## src/rtl/sws_pkg.sv

```systemverilog
// ----------------------------------------------------------------------------
// sws_pkg
// Shared types and constants of the sliding window lane search block.
// ----------------------------------------------------------------------------
package sws_pkg;

   localparam int MAX_PIXELS_DEF  = 65536;
   localparam int MAX_COLUMNS_DEF = 1024;
   localparam int WINDOWS_DEF     = 20;

   localparam int DIV_NUM_W = 27;
   localparam int DIV_DEN_W = 17;
   localparam int DIV_CNT_W = 5;

   localparam logic [16:0] CNT_MAX = 17'h1FFFF;
   localparam logic [26:0] SUM_MAX = 27'h7FFFFFF;

   localparam logic [10:0] ROWS_RESET   = 11'd720;
   localparam logic [10:0] COLS_RESET   = 11'd1024;
   localparam logic [7:0]  MARGIN_RESET = 8'd60;
   localparam logic [15:0] MINPIX_RESET = 16'd50;
   localparam logic [8:0]  LSS_RESET    = 9'd50;

   localparam logic [2:0] REG_IMAGE_ROWS   = 3'd0;
   localparam logic [2:0] REG_IMAGE_COLS   = 3'd1;
   localparam logic [2:0] REG_SEARCH_MARGIN = 3'd2;
   localparam logic [2:0] REG_MIN_PIXELS   = 3'd3;
   localparam logic [2:0] REG_LEFT_START   = 3'd4;

   typedef enum logic [3:0] {
      ST_CLEAR,
      ST_IDLE,
      ST_HRD,
      ST_HWR,
      ST_PEAK,
      ST_PEAK_END,
      ST_BAND,
      ST_BDIV,
      ST_SCAN,
      ST_EMIT,
      ST_LDIV,
      ST_LWAIT,
      ST_RDIV,
      ST_RWAIT,
      ST_NEXT
   } state_type;

   typedef struct packed {
      logic                 start;
      logic [DIV_NUM_W-1:0] num;
      logic [DIV_DEN_W-1:0] den;
   } div_req_type;

   typedef struct packed {
      logic                 done;
      logic [DIV_NUM_W-1:0] quot;
   } div_rsp_type;

endpackage

```

## src/rtl/sws_div.sv

```systemverilog
// ----------------------------------------------------------------------------
// sws_div
// Restoring divider, one quotient bit per cycle, shared by the sequencer.
// ----------------------------------------------------------------------------
module sws_div (
   input  logic                 clock,
   input  logic                 reset,
   input  sws_pkg::div_req_type req,
   output sws_pkg::div_rsp_type rsp
);

   localparam int NW = sws_pkg::DIV_NUM_W;
   localparam int DW = sws_pkg::DIV_DEN_W;

   logic                           busy_ff, busy_in;
   logic                           done_ff, done_in;
   logic [sws_pkg::DIV_CNT_W-1:0]  cnt_ff, cnt_in;
   logic [DW-1:0]                  rem_ff, rem_in;
   logic [DW-1:0]                  den_ff, den_in;
   logic [NW-1:0]                  qn_ff, qn_in;
   logic [DW:0]                    trial;
   logic                           ge;

   always_comb begin
      busy_in = busy_ff;
      done_in = 1'b0;
      cnt_in  = cnt_ff;
      rem_in  = rem_ff;
      den_in  = den_ff;
      qn_in   = qn_ff;
      trial   = {rem_ff, qn_ff[NW-1]};
      ge      = trial >= {1'b0, den_ff};
      if (req.start) begin
         busy_in = 1'b1;
         cnt_in  = '0;
         rem_in  = '0;
         den_in  = req.den;
         qn_in   = req.num;
      end else if (busy_ff) begin
         // The numerator shifts out at the top while quotient bits enter below.
         rem_in = ge ? DW'(trial - {1'b0, den_ff}) : DW'(trial);
         qn_in  = {qn_ff[NW-2:0], ge};
         cnt_in = cnt_ff + 1'b1;
         if (cnt_ff == sws_pkg::DIV_CNT_W'(NW - 1)) begin
            busy_in = 1'b0;
            done_in = 1'b1;
         end
      end
   end

   always_ff @(posedge clock) begin
      if (reset) begin
         busy_ff <= 1'b0;
         done_ff <= 1'b0;
      end else begin
         busy_ff <= busy_in;
         done_ff <= done_in;
      end
      cnt_ff <= cnt_in;
      rem_ff <= rem_in;
      den_ff <= den_in;
      qn_ff  <= qn_in;
   end

   assign rsp.done = done_ff;
   assign rsp.quot = qn_ff;

endmodule

```

## config.mk

```make
export PLATFORM = sky130hd
export DESIGN_NAME = sws_div
export DESIGN_NICKNAME = d
export VERILOG_FILES = /design/src/rtl/sws_pkg.sv /design/src/rtl/sws_div.sv
export SDC_FILE = /design/constraint.sdc
export NUM_CORES = 1
export LEC_CHECK = 0
export BUFFER_PORTS_ARGS = -buffer_cell sky130_fd_sc_hd__buf_2
export CAP_MARGIN = 30
export CELL_PAD_IN_SITES_DETAIL_PLACEMENT = 1
export CELL_PAD_IN_SITES_GLOBAL_PLACEMENT = 2
export CORE_UTILIZATION = 32
export DETAILED_ROUTE_END_ITERATION = 12
export PLACE_DENSITY_LB_ADDON = 0.15
export SYNTH_ARGS = -nofsm -noshare
export SYNTH_HDL_FRONTEND = slang
export SYNTH_SLANG_ARGS = --single-unit
```

## constraint.sdc

```tcl
create_clock -name clock -period 2.8 [get_ports clock]
set_input_delay 0.84 -clock clock [delete_from_list [all_inputs] [get_ports clock]]
set_output_delay 0.84 -clock clock [all_outputs]
set_load 0.05 [all_outputs]
```

==> impl_results.md <==
- Clk_skew: 15.21 ps
- Switching share of power: 30.78%
- Vias in the first global route: 2706
- Detailed placement HPWL: 5940 microns
- Switch Pwr: 0.7932 mW
- Rel. slew slack: 63.81%
- Commonest cells after routing, fill and taps aside: 74 x buf_2, 44 x edfxtp_1, 26 x mux2_2, 24 x dfxtp_1, 20 x inv_1
- Pwr Total: 2.577 mW
- WHS: 480.1 ps
- Sequential share of power: 46.6%
- Antenna viol nets, final: 0
- Critical path type: flip-flop to flip-flop
- Register area share after synthesis: 52.10%
- Ratio of cells with drive above 1 in the final layout: 38.86%
- Length of routed wiring on met1: 3741 microns
- Nets: 448
- Slowest stage delay, CP: 400 ps
- Fmax achieved: 367.9 MHz
- CTS tree: done
- Commonest non-fill, non-tap cell in the layout: buf_2
- Max Buffers Root-to-Sink: 2
- Root buffer cell: clkbuf_8
- Initial Util: 33.20%
- Post-synth top flop: edfxtp_1
- Core Region: 10420 sq um
- Max stage delay cell, worst path: edfxtp_1
- Synth cell types: 48
- CP Data Required Time: 3070 ps
- Worst-Margin Slew: 542.9 ps
- Final setup vio count: 0
- Highest Signal Layer: met4
- # rows: 37
- P&R area growth vs syn: 26.48%
- Met3 Wirelength: 447 microns
- Leak: 1.920 nW
- H-tree depth: 3
- CP dominant cell by count: inv_2
- PortBufs: 74
- I/O Pins: 75
- VDD IR max: 0.0003111 V
- Crit. End Element: flip-flop
- Total die area: 11230 sq um
- First-pass GRT wire length: 13430 microns
- Clock Sinks: 68
- Final Wtd Congestion: 0.7399
- Slew Viols, Final: 0
- Initial antenna violation count: 0
- Final WL: 8105 microns
- DR pass1 iterations: 4
- Vias: 2538
- Max_cap viols: 0
- Largest net degree at the start of global routing: 28
- Avg Inst Size Synth: 11.97 sq um
- Critical Path Start Type: flip-flop
- Yosys warning count: 0
- GRT Util Overall: 15.51%
- # DRC: 0
- Routed wire per std cell: 15.53 microns
- Mapped Area: 3458 sq um
- Clk pin slew, worst setup/hold paths: 80 ps
- Synth Net Count: 356
- Number of synthesized flops with an enable pin: 44
- Critical path peak fanout: 5
- Worst path cell trace: inv_2 > ha_4 > inv_2 > fa_2 > a21o_1 > a221o_1 > o21ai_2 > a21oi_2 > a2111oi_4 > buf_6 > mux2_4 > a211oi_2
- Number of diodes: 0
- Tcrit/Tclk final: 97.08%
- Die H: 106.0 microns
- Pwr dens: 589.2 nW/um^2
- Vias per inst: 4.862
- Die Wd: 106.0 microns
- Clock share of power: 31.4%
- Starting DRT DRC Count: 83
- Mapped Cells: 289
- Met2 routed wirelength: 3792 microns
- Async SR Flop Fraction: 0%
- Worst-skew pair later-pin latency: 350 ps
- RSZ-0062 raised after global routing: true
- Hold Crit Class: flip-flop to flip-flop
- Min cycle time layout: 2718 ps
- # fillers: 1172
- #FFs+latches synth: 68
- Status: finished, final reports clean
- CP Data Arrival Time: 2990 ps
- Int Pwr: 1.784 mW
- TritonCTS Buffers: 9
- GR Overflow Total: 0
- Comb pwr share: 21.9%
- Final Hold Vio Count: 0
## worst paths after layout
path	from	to	slack, ps	cells past startpoint
worst max-delay path	qn_ff[26]$_DFFE_PP_	rem_ff[0]$_SDFFE_PP0P_	80	12
worst min-delay path	rem_ff[2]$_SDFFE_PP0P_	rem_ff[2]$_SDFFE_PP0P_	480	2
worst max register to register	qn_ff[26]$_DFFE_PP_	rem_ff[0]$_SDFFE_PP0P_	80	12
worst min register to register	rem_ff[2]$_SDFFE_PP0P_	rem_ff[2]$_SDFFE_PP0P_	480	2
## per-layer routing
layer | vias up | track usage, %
li1 | 1250 | -
met1 | 1222 | 19.65
met2 | 56 | 24.28
met3 | 10 | 5.334
met4 | 0 | 6.052
met5 | - | 0
## power by group through the flow
stage          combinational [mW]  clock (mW)  sequential, mW
6_report                    0.565       0.810            1.20
5_1_grt                     0.612       0.887            1.21
4_1_cts                     0.562       0.847            1.20
3_5_place_dp                0.543           0            1.22
3_3_place_gp                0.540           0            1.22
2_1_floorplan               0.248           0            1.36
## worst max-delay path, delay by kind of cell, from the launching register on
family | cells | cell delay [ps]
flops | 1 | 400
fa+ha+maj | 2 | 480
mux | 1 | 310
buf+inv | 3 | 320
compound gates | 6 | 1120
## Yosys cell counts (all sizes together) (2+ instances only)
library cell  count  area share [%]
xnor2            10             2.5
a31oi             2            0.36
dfxtp            24              14
a211oi            9             2.0
nor2             18             2.0
clkbuf            9            0.98
and3              3            0.54
xor2              8             2.0
o21ai             9             1.3
mux2i            10             2.9
mux2             27             8.8
nand3             7             1.0
a2111oi           2             1.0
nand2             9            0.98
nor2b             3            0.54
nand4b            2            0.51
nor3              2            0.29
a221oi            2            0.69
a21o              4            0.87
buf               3            0.69
a31o              2            0.51
inv              22             2.4
nand4             2            0.36
edfxtp           44              38
a21oi            11             1.6
ha               19             6.9
a32oi             5             1.3
nand2b            4            0.72
o31ai             3            0.65
## registers in the layout (all words and copies together) (netlist names)
signal	cells
rem_ff	17
busy_ff	1
qn_ff	27
done_ff	1
cnt_ff	5
den_ff	17
## per-stage QoR
step	worst slack (ps)	utilization (%)	instance area (sq um)	cells	setup TNS (ps)
after floorplan	-138.9	-	3465	289	-1594
after global placement	31.53	39.15	4078	501	0
after detailed placement	-98.49	39.15	4078	501	-162.2
after CTS	-1.504	41.56	4329	520	-1.504
after global routing	-69.85	41.99	4374	522	-468.5
final	81.71	41.99	4374	522	0
## logic make-up (layout without fill, tap and decap cells)
family	count (synthesis)	count (layout)	synth area share, %
xor gates and xnor gates	18	18	4.559
adders and majority gates	20	20	7.453
buffers and inverters	34	131	4.052
AOI/OAI and AO/OA	58	58	12.45
DFF	68	68	52.10
muxes	37	37	11.69
and+or+nand+nor	54	54	7.706
## layout make-up
cell class,instances,area (sq um),share of cell area [%]
clock buffers,10,127.6,2.918
clock inverters,6,65.06,1.487
inverters,22,82.58,1.888
multi-input cells,187,1568,35.84
flip-flops and latches,68,1802,41.19
well taps,136,170.2,3.890
repair buffers,93,559.3,12.79
## timing repair
| action | CTS | global route |
|---|---|---|
| setup buffers | 3 | 1 |
| endpoints found under the setup margin | 12 | 17 |
| gates resized for setup | 10 | 6 |
| pin swaps | 8 | 7 |
| hold buffers | 0 | 0 |
| gates cloned | 0 | 1 |
Power figures use the tool's default switching activity.
